==> src/hdl/centered_moving_average_unit_assert.svh <==
// Assertion macros for the RTL of the centered moving average unit.
`ifndef CENTERED_MOVING_AVERAGE_UNIT_ASSERT_SVH
`define CENTERED_MOVING_AVERAGE_UNIT_ASSERT_SVH
`ifndef SYNTHESIS
// Same-cycle implication, disabled while reset is asserted.
`define CMAVG_ASSERT_IMP(lbl, clk, rstn, ante, cons) \
    lbl: assert property (@(posedge clk) disable iff (!rstn) (ante) |-> (cons)) \
        else $error("cmavg assertion failed");
// Next-cycle implication, disabled while reset is asserted.
`define CMAVG_ASSERT_NXT(lbl, clk, rstn, ante, cons) \
    lbl: assert property (@(posedge clk) disable iff (!rstn) (ante) |=> (cons)) \
        else $error("cmavg assertion failed");
`else
`define CMAVG_ASSERT_IMP(lbl, clk, rstn, ante, cons)
`define CMAVG_ASSERT_NXT(lbl, clk, rstn, ante, cons)
`endif
`endif

==> src/hdl/cmavg_pkg.sv <==
`timescale 1ns / 1ps
`default_nettype none
package cmavg_pkg;

    localparam int SAMPLE_W     = 24;
    localparam int CFG_W        = 5;
    localparam int DEF_MAX_HALF = 16;

    localparam logic [CFG_W-1:0] WINDOW_HALF_RST = CFG_W'(1);

    // Width of a signed sum over a window of win_len samples.
    function automatic int sum_width(input int win_len);
        return SAMPLE_W + $clog2(win_len);
    endfunction

endpackage
`default_nettype wire

==> src/hdl/cmavg_cell.sv <==
`timescale 1ns / 1ps
`default_nettype none
// One cell of the prefix-sum chain: holds the sum of the newest samples up to its
// own position and, on each new sample, takes its neighbor's sum plus that sample.
module cmavg_cell
    import cmavg_pkg::*;
#(
    parameter int SUM_W = SAMPLE_W + 6
) (
    input  wire logic                       aclk,
    input  wire logic                       shift_en,
    input  wire logic signed [SAMPLE_W-1:0] sample,
    input  wire logic signed [SUM_W-1:0]    prev_sum,
    output logic signed [SUM_W-1:0]         sum
);

    logic signed [SUM_W-1:0] sum_reg;
    logic signed [SUM_W-1:0] sum_next;

    always_comb begin
        sum_next = sum_reg;
        if (shift_en) begin
            sum_next = SUM_W'(sample) + prev_sum;
        end
    end

    always_ff @(posedge aclk) begin
        sum_reg <= sum_next;
    end

    assign sum = sum_reg;

endmodule
`default_nettype wire

==> config.mk <==
export PLATFORM = sky130hd
export DESIGN_NAME = cmavg_cell
export DESIGN_NICKNAME = d
export VERILOG_FILES = /design/src/hdl/centered_moving_average_unit_assert.svh /design/src/hdl/cmavg_pkg.sv /design/src/hdl/cmavg_cell.sv
export SDC_FILE = /design/constraint.sdc
export NUM_CORES = 1
export LEC_CHECK = 0
export BUFFER_PORTS_ARGS = -buffer_cell sky130_fd_sc_hd__buf_2
export CAP_MARGIN = 20
export CORE_MARGIN = 5
export CORE_UTILIZATION = 47
export CTS_BUF_LIST = sky130_fd_sc_hd__clkbuf_8 sky130_fd_sc_hd__clkbuf_16
export CTS_CLUSTER_SIZE = 30
export DETAILED_ROUTE_END_ITERATION = 8
export HOLD_SLACK_MARGIN = 0.03
export PLACE_DENSITY_LB_ADDON = 0.05
export SETUP_SLACK_MARGIN = 0.3
export SLEW_MARGIN = 20
export SYNTH_ARGS = -nofsm -noshare
export SYNTH_HDL_FRONTEND = slang
export SYNTH_SLANG_ARGS = --single-unit
export TNS_END_PERCENT = 5
==> constraint.sdc <==
create_clock -name aclk -period 2.38 [get_ports aclk]
set_input_delay 0.238 -clock aclk [delete_from_list [all_inputs] [get_ports aclk]]
set_output_delay 0.238 -clock aclk [all_outputs]
set_load 0.02 [all_outputs]
==> impl_summary.txt <==
----------------------------------------------------
[CTS]
  Number of buffers created by CTS ... 5
  Clock root cell ... sky130_fd_sc_hd__clkbuf_8
  TritonCTS clock tree ... done
  Number of H-tree levels ... 2
  Clock sinks ... 30
  Buffers from clock root to sink, at most ... 2
  Clk pin slew, worst setup/hold paths ... 80 ps

[Drt]
  Number of iterations in the first detailed-routing pass ... 4
  Number of nets still failing antenna checks after routing ... 0
  DRC violations left ... 0
  Vias after detailed routing ... 2409
  Initial drt markers ... 49
  Sum of routed wire length over all layers ... 6330 um
  Number of vias per cell after detailed routing ... 5.39
  Mean routed wirelength per cell ... 14.2 um

[Place]
  DP Worst Slack ... -72.1 ps
  Final weighted congestion of routability-driven global placement ... 0.862
  Count of input and output buffers ... 85
  Post-detail-place hpwl ... 5040 um

[Global route]
  Initial antenna violation count ... 0
  GR Util All Layers ... 17.4%
  Number of global-route vias before repair ... 2340
  Global-route wire length before repair ... 10300 um
  Maximum number of pins on one net before global-route repair ... 31
  GRT Residual Overflow ... 0

[Cells and area]
  Layout cells sized above 1 ... 40.3%
  Signed area change from the synthesized netlist to the final layout ... 32.3%
  Fill cell instance count of the final layout ... 494
  Layout Utilization ... 63.5%
  Layout Nets ... 460
  Seq. cell area ... 901 um^2
  Antenna diode instance count ... 0
  Area of the multi-input gates ... 0.00170 mm^2
  Number of flip-flops in the largest register ... 30

[Timing]
  Headroom to the max-slew limit ... 52.6%
  Worst Setup Slack, final ... 298 ps
  Endpoints failing hold ... 0
  Final setup violation count ... 0
  Tmin final ... 2080 ps
  Hold slack ... 233 ps
  Transition time at the pin with the least slew margin ... 711 ps
  Final sum of negative setup slack ... 0 ps
  RSZ-0062 raised after global routing ... true
  Final slew viol count ... 0
  Final period util ... 87.5%
  Max Freq ... 0.480 GHz

[Synth]
  Top cells by area, synth ... sky130_fd_sc_hd__edfxtp_1 34%, sky130_fd_sc_hd__ha_1 14%, sky130_fd_sc_hd__xnor2_1 6.0%, sky130_fd_sc_hd__a21oi_1 4.6%, sky130_fd_sc_hd__a21o_1 4.6%
  Number of distinct library cells after synthesis ... 54
  Synth Register Bits ... 30
  Synth warnings ... 0
  Count of flip-flops with a built-in enable after synthesis ... 30
  Synthesized area divided by synthesized cell count ... 9.99 um^2
  Number of standard cells after synthesis ... 263
  List of most frequent post-synthesis cells ... 30 x sky130_fd_sc_hd__edfxtp_1, 29 x sky130_fd_sc_hd__ha_1, 24 x sky130_fd_sc_hd__a21oi_1
  Proportion of synthesized chip area in sequential cells ... 34.3%
  Cell area after technology mapping ... 0.00263 mm^2
  Top-count cell post-synth ... sky130_fd_sc_hd__edfxtp_1
  Library cell with the largest summed area after synthesis ... sky130_fd_sc_hd__edfxtp_1
  Post-Synthesis Net Count ... 349
  Post-synthesis async set-or-reset flop share ... 0%
  Primary flip-flop cell chosen by synthesis mapping ... sky130_fd_sc_hd__edfxtp_1
  Yosys top cell area share ... 34.3%

[Floorplan]
  Initial core utilization ... 48.0%
  Rows ... 27
  Core Footprint ... 0.00547 mm^2
  Area enclosed by the die boundary ... 0.00718 mm^2
  Die height ... 84.8 um
  Boundary Pins ... 86
  Die W ... 84.8 um

[Setup path]
  Worst Path Required ... 2420 ps
  Critical Path Sink Type ... flip-flop
  Class of the most critical setup path ... input pin to flip-flop
  Crit-path cells ... buf_6 > ha_4 > inv_2 > fa_2 > nor2b_4 > o2111ai_4 > a311oi_2 > nor2_2 > o311ai_4 > a41oi_2 > xnor2_1
  Arrival time of data at the critical path endpoint ... 2130 ps
  CP Capture Point ... sum[24]
  Crit. Startpoint ... prev_sum[0]
  Critical Path Max Stage Delay ... 380 ps
  Critical Path Start Type ... input pin
  Worst-path fanout max ... 3
  Crit-path leading delay family ... compound AO/OA/AOI/OAI gates
  Cell type of the slowest stage on the worst timing path ... sky130_fd_sc_hd__fa_2
  Count of buffer and inverter cells on the critical path ... 2
  Total stage count of the critical path ... 11

[Power]
  Power per standard cell area ... 562 mW/mm^2
  Net Sw Frac ... 35.8%
  Seq pwr share ... 36.8%
  Worst vdd rail ir drop ... 0.000292 V
  Clock power share ... 21.2%
  Internal Power ... 1.25 mW
  Static power due to leakage ... 1.58 nW
  Gate power share ... 42.0%
  Net Sw Power ... 700 uW

[Run status]
  Outcome ... finished clean

[Run]
  Count of maximum capacitance violations ... 0

[Min path]
  Hold WC Path Type ... input pin to flip-flop

----------------------------------------------------
[power groups by stage]
stage               clock (mW)  sequential (mW)  combinational, mW
floorplan                    0            0.845              0.407
global placement             0            0.731              0.786
detailed placement           0            0.730              0.788
CTS                      0.421            0.720              0.802
global route             0.452            0.728              0.893
finish                   0.415            0.719              0.821
[stage by stage]
step,cell area [um^2],total power [mW],std cells
6_report,3480,1.95,447
5_1_grt,3480,2.07,447
4_1_cts,3400,1.94,443
3_5_place_dp,3280,1.52,433
3_3_place_gp,3280,1.52,433
2_1_floorplan,2640,1.25,263
[repair_timing]
action,in CTS,in global routing
setup buffers,2,4
setup endpoints to repair,2,11
hold buffers,0,0
endpoints found under the hold margin,0,0
pin swaps,8,12
resized for setup,3,11
[kinds of logic (layout without fill, tap and decap cells)]
group	after synthesis	in the layout	share of synthesized area (%)
xor gates and xnor gates	27	27	9.00
buffers and inverters	22	134	3.62
AOI/OAI and AO/OA	90	90	26.5
DFF	30	30	34.3
adders and majority gates	30	30	14.6
and+or+nand+nor	64	64	12.0
[routing by layer]
layer	GRT usage [%]	vias up	share of wire [%]
li1	-	1218	-
met1	23.0	1111	46
met2	29.0	76	47
met3	3.24	4	6.6
met4	4.75	0	1.1
met5	0	-	0
[cell usage in the layout, fill, tap and decap left out, types with 3 or more instances in the layout]
master and count:
sky130_fd_sc_hd__a21oi_2 3, sky130_fd_sc_hd__a21o_1 16, sky130_fd_sc_hd__buf_4 28, sky130_fd_sc_hd__nor2_1 12, sky130_fd_sc_hd__buf_2 83, sky130_fd_sc_hd__o21ai_0 10
sky130_fd_sc_hd__nor3_1 4, sky130_fd_sc_hd__ha_1 26, sky130_fd_sc_hd__nor2_2 3, sky130_fd_sc_hd__nand2_1 19, sky130_fd_sc_hd__clkbuf_8 5, sky130_fd_sc_hd__inv_1 10
sky130_fd_sc_hd__o21bai_1 4, sky130_fd_sc_hd__edfxtp_1 30, sky130_fd_sc_hd__xor2_1 9, sky130_fd_sc_hd__xnor2_1 18, sky130_fd_sc_hd__a21oi_1 23, sky130_fd_sc_hd__a31oi_1 3
sky130_fd_sc_hd__nand3_1 8, sky130_fd_sc_hd__buf_6 3, sky130_fd_sc_hd__o21ai_1 5, sky130_fd_sc_hd__nand4_1 5
[worst min-delay path by stage]
stage | startpoint | end | slack [ps] | depth (start not counted)
global route | sample[0] | sum[0] | 220 | 2
global placement | prev_sum[0] | sum[0] | 550 | 2
finish | sample[0] | sum[0] | 230 | 2
CTS | sample[0] | sum[0] | 230 | 2
floorplan | shift_en | sum[0] | 350 | 0
detailed placement | prev_sum[0] | sum[0] | 560 | 2
[final cells by class]
class / instances / area share, %
tap: 72 / 2.59
timing repair buffer: 114 / 19.0
sequential: 30 / 25.9
clock inverter: 3 / 0.468
inverter: 12 / 1.30
multi-input combinational: 211 / 48.8
clock buffer: 5 / 1.98
Power figures use the tool's default switching activity.
