### src/hdl/centered_moving_average_unit_assert.svh
// Assertion macros for the RTL of the centered moving average unit.
`ifndef CENTERED_MOVING_AVERAGE_UNIT_ASSERT_SVH
`define CENTERED_MOVING_AVERAGE_UNIT_ASSERT_SVH
`ifndef SYNTHESIS
// Same-cycle implication, disabled while reset is asserted.
`define CMAVG_ASSERT_IMP(lbl, clk, rstn, ante, cons) \
    lbl: assert property (@(posedge clk) disable iff (!rstn) (ante) |-> (cons)) \
        else $error("cmavg assertion failed");
// Next-cycle implication, disabled while reset is asserted.
`define CMAVG_ASSERT_NXT(lbl, clk, rstn, ante, cons) \
    lbl: assert property (@(posedge clk) disable iff (!rstn) (ante) |=> (cons)) \
        else $error("cmavg assertion failed");
`else
`define CMAVG_ASSERT_IMP(lbl, clk, rstn, ante, cons)
`define CMAVG_ASSERT_NXT(lbl, clk, rstn, ante, cons)
`endif
`endif

### src/hdl/cmavg_pkg.sv
`timescale 1ns / 1ps
`default_nettype none
package cmavg_pkg;

    localparam int SAMPLE_W     = 24;
    localparam int CFG_W        = 5;
    localparam int DEF_MAX_HALF = 16;

    localparam logic [CFG_W-1:0] WINDOW_HALF_RST = CFG_W'(1);

    // Width of a signed sum over a window of win_len samples.
    function automatic int sum_width(input int win_len);
        return SAMPLE_W + $clog2(win_len);
    endfunction

endpackage
`default_nettype wire

### src/hdl/cmavg_div.sv
`timescale 1ns / 1ps
`default_nettype none
// Signed divide by a small count, truncating toward zero: magnitude times a
// reciprocal from a constant table, then one compare-and-correct step.
module cmavg_div
    import cmavg_pkg::*;
#(
    parameter int MAX_HALF_WINDOW = DEF_MAX_HALF
) (
    input  wire logic                                        aclk,
    input  wire logic                                        aresetn,
    input  wire logic                                        in_valid,
    output logic                                             in_ready,
    input  wire logic signed [sum_width(2*MAX_HALF_WINDOW+1)-1:0] in_sum,
    input  wire logic [$clog2(2*MAX_HALF_WINDOW+2)-1:0]      in_count,
    input  wire logic                                        in_last,
    output logic                                             m_valid,
    input  wire logic                                        m_ready,
    output logic signed [SAMPLE_W-1:0]                       m_average,
    output logic                                             m_last_out
);

    localparam int WIN_LEN = 2 * MAX_HALF_WINDOW + 1;
    localparam int CNT_W   = $clog2(WIN_LEN + 1);
    localparam int SUM_W   = sum_width(WIN_LEN);
    localparam int MAG_W   = SUM_W - 1;
    localparam int RCP_W   = SUM_W + 1;
    localparam int PROD_W  = MAG_W + RCP_W;
    localparam int TAB_N   = 2 ** CNT_W;

    // reciprocal table: floor((2^RCP_W - 1) / n); entry 0 is never used
    logic [RCP_W-1:0] recip_tab [TAB_N];

    genvar g;
    generate
        for (g = 0; g < TAB_N; g++) begin : g_recip
            localparam longint DIVR = (g == 0) ? 1 : g;
            localparam logic [RCP_W-1:0] RV =
                RCP_W'(((64'd1 << RCP_W) - 64'd1) / DIVR);
            assign recip_tab[g] = RV;
        end
    endgenerate

    logic               v1_reg, v1_next;
    logic               v2_reg, v2_next;
    logic               ov_reg, ov_next;
    logic [MAG_W-1:0]   mag1_reg, mag2_reg;
    logic [CNT_W-1:0]   cnt1_reg, cnt2_reg;
    logic [RCP_W-1:0]   rcp1_reg;
    logic               neg1_reg, neg2_reg;
    logic               last1_reg, last2_reg, last3_reg;
    logic [PROD_W-1:0]  prod2_reg;
    logic [SAMPLE_W-1:0] avg3_reg;

    logic               adv1, adv2, load1;
    logic [MAG_W-1:0]   mag_in;
    logic [MAG_W-1:0]   q0;
    logic [MAG_W+CNT_W-1:0] qn_full;
    logic [MAG_W-1:0]   rem;
    logic [MAG_W-1:0]   q_fix;
    logic [MAG_W-1:0]   q_signed;

    assign adv2     = v2_reg && (!ov_reg || m_ready);
    assign adv1     = v1_reg && (!v2_reg || adv2);
    assign in_ready = !v1_reg || adv1;
    assign load1    = in_valid && in_ready;

    assign mag_in = in_sum[SUM_W-1] ? MAG_W'(-in_sum) : MAG_W'(in_sum);

    // correction step: estimate is exact or one short
    assign q0       = MAG_W'(prod2_reg >> RCP_W);
    assign qn_full  = (MAG_W+CNT_W)'(q0) * (MAG_W+CNT_W)'(cnt2_reg);
    assign rem      = mag2_reg - MAG_W'(qn_full);
    assign q_fix    = (rem >= MAG_W'(cnt2_reg)) ? q0 + MAG_W'(1) : q0;
    assign q_signed = neg2_reg ? (~q_fix + MAG_W'(1)) : q_fix;

    always_comb begin
        v1_next = v1_reg;
        v2_next = v2_reg;
        ov_next = ov_reg;
        if (adv1) begin
            v1_next = 1'b0;
        end
        if (load1) begin
            v1_next = 1'b1;
        end
        if (adv2) begin
            v2_next = 1'b0;
        end
        if (adv1) begin
            v2_next = 1'b1;
        end
        if (m_valid && m_ready) begin
            ov_next = 1'b0;
        end
        if (adv2) begin
            ov_next = 1'b1;
        end
    end

    always_ff @(posedge aclk) begin
        if (!aresetn) begin
            v1_reg <= 1'b0;
            v2_reg <= 1'b0;
            ov_reg <= 1'b0;
        end else begin
            v1_reg <= v1_next;
            v2_reg <= v2_next;
            ov_reg <= ov_next;
        end
    end

    always_ff @(posedge aclk) begin
        if (load1) begin
            mag1_reg  <= mag_in;
            cnt1_reg  <= in_count;
            rcp1_reg  <= recip_tab[in_count];
            neg1_reg  <= in_sum[SUM_W-1];
            last1_reg <= in_last;
        end
        if (adv1) begin
            prod2_reg <= PROD_W'(mag1_reg) * PROD_W'(rcp1_reg);
            mag2_reg  <= mag1_reg;
            cnt2_reg  <= cnt1_reg;
            neg2_reg  <= neg1_reg;
            last2_reg <= last1_reg;
        end
        if (adv2) begin
            avg3_reg  <= q_signed[SAMPLE_W-1:0];
            last3_reg <= last2_reg;
        end
    end

    assign m_valid    = ov_reg;
    assign m_average  = avg3_reg;
    assign m_last_out = last3_reg;

endmodule
`default_nettype wire

### config.mk
export PLATFORM = sky130hd
export DESIGN_NAME = cmavg_div
export DESIGN_NICKNAME = d
export VERILOG_FILES = /design/src/hdl/centered_moving_average_unit_assert.svh /design/src/hdl/cmavg_pkg.sv /design/src/hdl/cmavg_div.sv
export SDC_FILE = /design/constraint.sdc
export NUM_CORES = 2
export LEC_CHECK = 0
export BUFFER_PORTS_ARGS = -buffer_cell sky130_fd_sc_hd__buf_2
export CORE_MARGIN = 1.5
export CORE_UTILIZATION = 55
export DETAILED_ROUTE_END_ITERATION = 7
export HOLD_SLACK_MARGIN = 0.08
export PLACE_DENSITY = 0.71
export SLEW_MARGIN = 20
export SYNTH_ARGS = -nofsm -noshare
export SYNTH_HDL_FRONTEND = slang
export SYNTH_SLANG_ARGS = --single-unit
export TNS_END_PERCENT = 5
### constraint.sdc
create_clock -name aclk -period 11.5 [get_ports aclk]
set_input_delay 0.575 -clock aclk [delete_from_list [all_inputs] [get_ports aclk]]
set_output_delay 0.575 -clock aclk [all_outputs]
set_load 0.01 [all_outputs]
==> flow_metrics.py <==
metrics = {
    "placed_design": {
        "port_buffers": 67,
        "gp_congestion": 0.956,
        "post-dp-hpwl_um": 91000,
    },
    "setup_path": {
        "worstPathArrival_ns": 10.22,
        "cp_top_family": "adder cells",
        "r2r_slack_ns": 1.52,
        "cp.depth": 29,
        "cpMostUsedCell": "fa_1",
        "cp_num_buf_inv": 5,
        "startpoint": "mag1_reg[5]$_DFFE_PP_",
        "r2r_start": "mag1_reg[5]$_DFFE_PP_",
        "critPathCapture": "prod2_reg[59]$_DFFE_PP_",
        "slowest_stage": "edfxtp_1",
        "r2r_cells": 29,
        "crit_path_max_fanout": 25,
        "start_kind": "register",
        "crit_type": "reg2reg",
        "critPathRequiredTime_ns": 11.74,
        "critPathCaptureType": "register",
        "cp_slowest_stage_delay_ns": 1.11,
        "worstReg2RegEnd": "prod2_reg[59]$_DFFE_PP_",
    },
    "synthesis": {
        "yosysUniqueCellTypes": 83,
        "ys.warnings.count": 0,
        "synthTopCellsByArea": "fa_1 43%, edfxtp_1 11%, ha_1 9.0%, nand2_1 8.2%, inv_1 8.2%",
        "ys.flop_type": "edfxtp_1",
        "synth_edf_count": 159,
        "syn_area_per_cell_sq_um": 9.06,
        "synthCells": 4658,
        "netlist_area_sq_mm": 0.0422,
        "synth-seq-area-share_pct": 11.5,
        "yosysTopAreaCell": "fa_1",
        "synth_top_cell_area_share_pct": 42.6,
        "async_reset_ff_share_pct": 0,
        "ys_ff_latch": 162,
        "syn-num-nets": 5902,
    },
    "sta": {
        "hold_viol_final": 0,
        "rsz0062_at_grt": "no",
        "min_period_ns": 9.98,
        "maxSlewHeadroom_pct": 24.2,
        "drv_slew": 0,
        "post-route-period-util_pct": 86.8,
        "worst_pin_slew_ns": 1.14,
        "clock_skew_ns": 0.0354,
        "setup_viol": 0,
        "fin_setup_tns_ns": 0,
        "max_freq_mhz": 100,
    },
    "final_layout": {
        "drive_gt1_share_pct": 4.72,
        "area_growth_pct": 4.21,
        "fin_nets": 5784,
        "antenna_cells": 0,
        "largest_reg_flops": 31,
    },
    "clock_network": {
        "cts_made_buffers": 17,
        "clk_latency_ns": 0.52,
        "cts_tree": "done",
        "clk_path_buf_depth": 2,
        "cts_setup_buffers": 0,
        "cts-root-buf": "clkbuf_16",
        "cts_max_level": 4,
        "cts_resized": 0,
        "clk_pin_slew_ns": 0.09,
        "hold_buffers": 0,
        "clock_sinks": 162,
    },
    "floorplanning": {
        "ios": 68,
        "start_util_pct": 55.6,
        "die_w_um": 280,
        "fp.coreArea_sq_mm": 0.0759,
        "row_count": 101,
        "die_y_um": 280,
        "die-area_sq_mm": 0.0784,
    },
    "grt": {
        "antenna_found_initial": 4,
        "grt_max_degree": 104,
        "gr-usage-all-layers_pct": 31.6,
        "grt_pass1_wl_um": 188000,
        "gr-total-overflow": 0,
        "grt_pass1_vias": 33300,
    },
    "status": {
        "outcome": "finished, final reports clean",
    },
    "detailed_routing": {
        "num_vias": 32000,
        "post_drt_wl_per_cell_um": 21.2,
        "drt-vias-per-instance": 5.74,
        "drc": 0,
        "drt_first_iter_violations": 3132,
        "dr.pass1.iters": 5,
        "drtAntennaViolNets": 0,
        "wirelength_um": 119000,
    },
    "job": {
        "max_cap_violations": 0,
    },
    "hold_path": {
        "hold_path_class": "in2reg",
    },
}
how the worst min path moves through the flow:
stage                             to  slack, ns                   from  depth (start not counted)
2_1_floorplan  cnt2_reg[0]$_DFFE_PP_       0.40  cnt1_reg[0]$_DFFE_PP_                          0
3_3_place_gp     last2_reg$_DFFE_PP_       0.40    last1_reg$_DFFE_PP_                          0
3_5_place_dp     last2_reg$_DFFE_PP_       0.41    last1_reg$_DFFE_PP_                          0
4_1_cts          last1_reg$_DFFE_PP_       0.23                in_last                          1
5_1_grt          last1_reg$_DFFE_PP_       0.24                in_last                          1
6_report         last1_reg$_DFFE_PP_       0.26                in_last                          1
Yosys cell counts, drive strengths merged (25+ instances only):
master,instances
a21o,26
a21oi,92
a31oi,25
and2,278
clkbuf,261
edfxtp,159
fa,898
ha,305
inv,919
nand2,925
nand3,55
nor2,107
nor3,37
o21ai,110
xnor2,92
xor2,39
per-layer routing:
metal,wire (um),part of all wire (%),track usage (%),vias to the layer above
met5,35,0.030,0,-
met4,5030,4.2,12.9,2
met3,11900,10,5.94,290
met2,55300,47,50.5,1622
met1,46300,39,42.6,16200
li1,-,-,-,13900
placed cells by master (no fill, tap or decap), types with 67 or more instances in the layout:
master,netlist,final
fa_1,898,898
inv_1,918,918
buf_2,7,67
xnor2_1,92,92
buf_4,0,80
and2_1,277,277
nor2_1,106,106
o21ai_0,106,106
nand2_1,925,925
ha_1,305,305
a21oi_1,91,91
edfxtp_1,159,159
area by class of cell:
type / instances / area, sq um
Inverter: 920 / 3450
Fill cell: 6637 / 32000
Timing Repair Buffer: 148 / 963
Sequential cell: 162 / 4830
Multi-Input combinational cell: 3291 / 32800
Clock buffer: 17 / 425
Tap cell: 1030 / 1290
Clock inverter: 15 / 163
logic make-up (layout without fill, tap and decap cells):
group | after synthesis | count (layout) | share of synthesized area, %
fa+ha+maj | 1203 | 1203 | 51.6
buf+inv | 1205 | 1100 | 10.8
simple gates | 1524 | 1524 | 16.5
flops | 162 | 162 | 11.5
mux | 19 | 19 | 0.546
xor+xnor | 131 | 131 | 2.72
compound gates | 414 | 414 | 6.35
stage by stage:
stage	hold WS, ns	std cells	setup slack (ns)	area, sq um	utilization (%)
2_1_floorplan	0.400	4658	3.13	42200	-
3_3_place_gp	0.403	5550	1.86	43400	57.1
3_5_place_dp	0.407	5551	1.70	43400	57.1
4_1_cts	0.232	5583	1.67	44000	57.9
5_1_grt	0.236	5583	0.994	44000	57.9
6_report	0.261	5583	1.52	44000	57.9
Power is not shown: default switching activity piles up to over one toggle a cycle in this logic, so the estimate is an artifact.
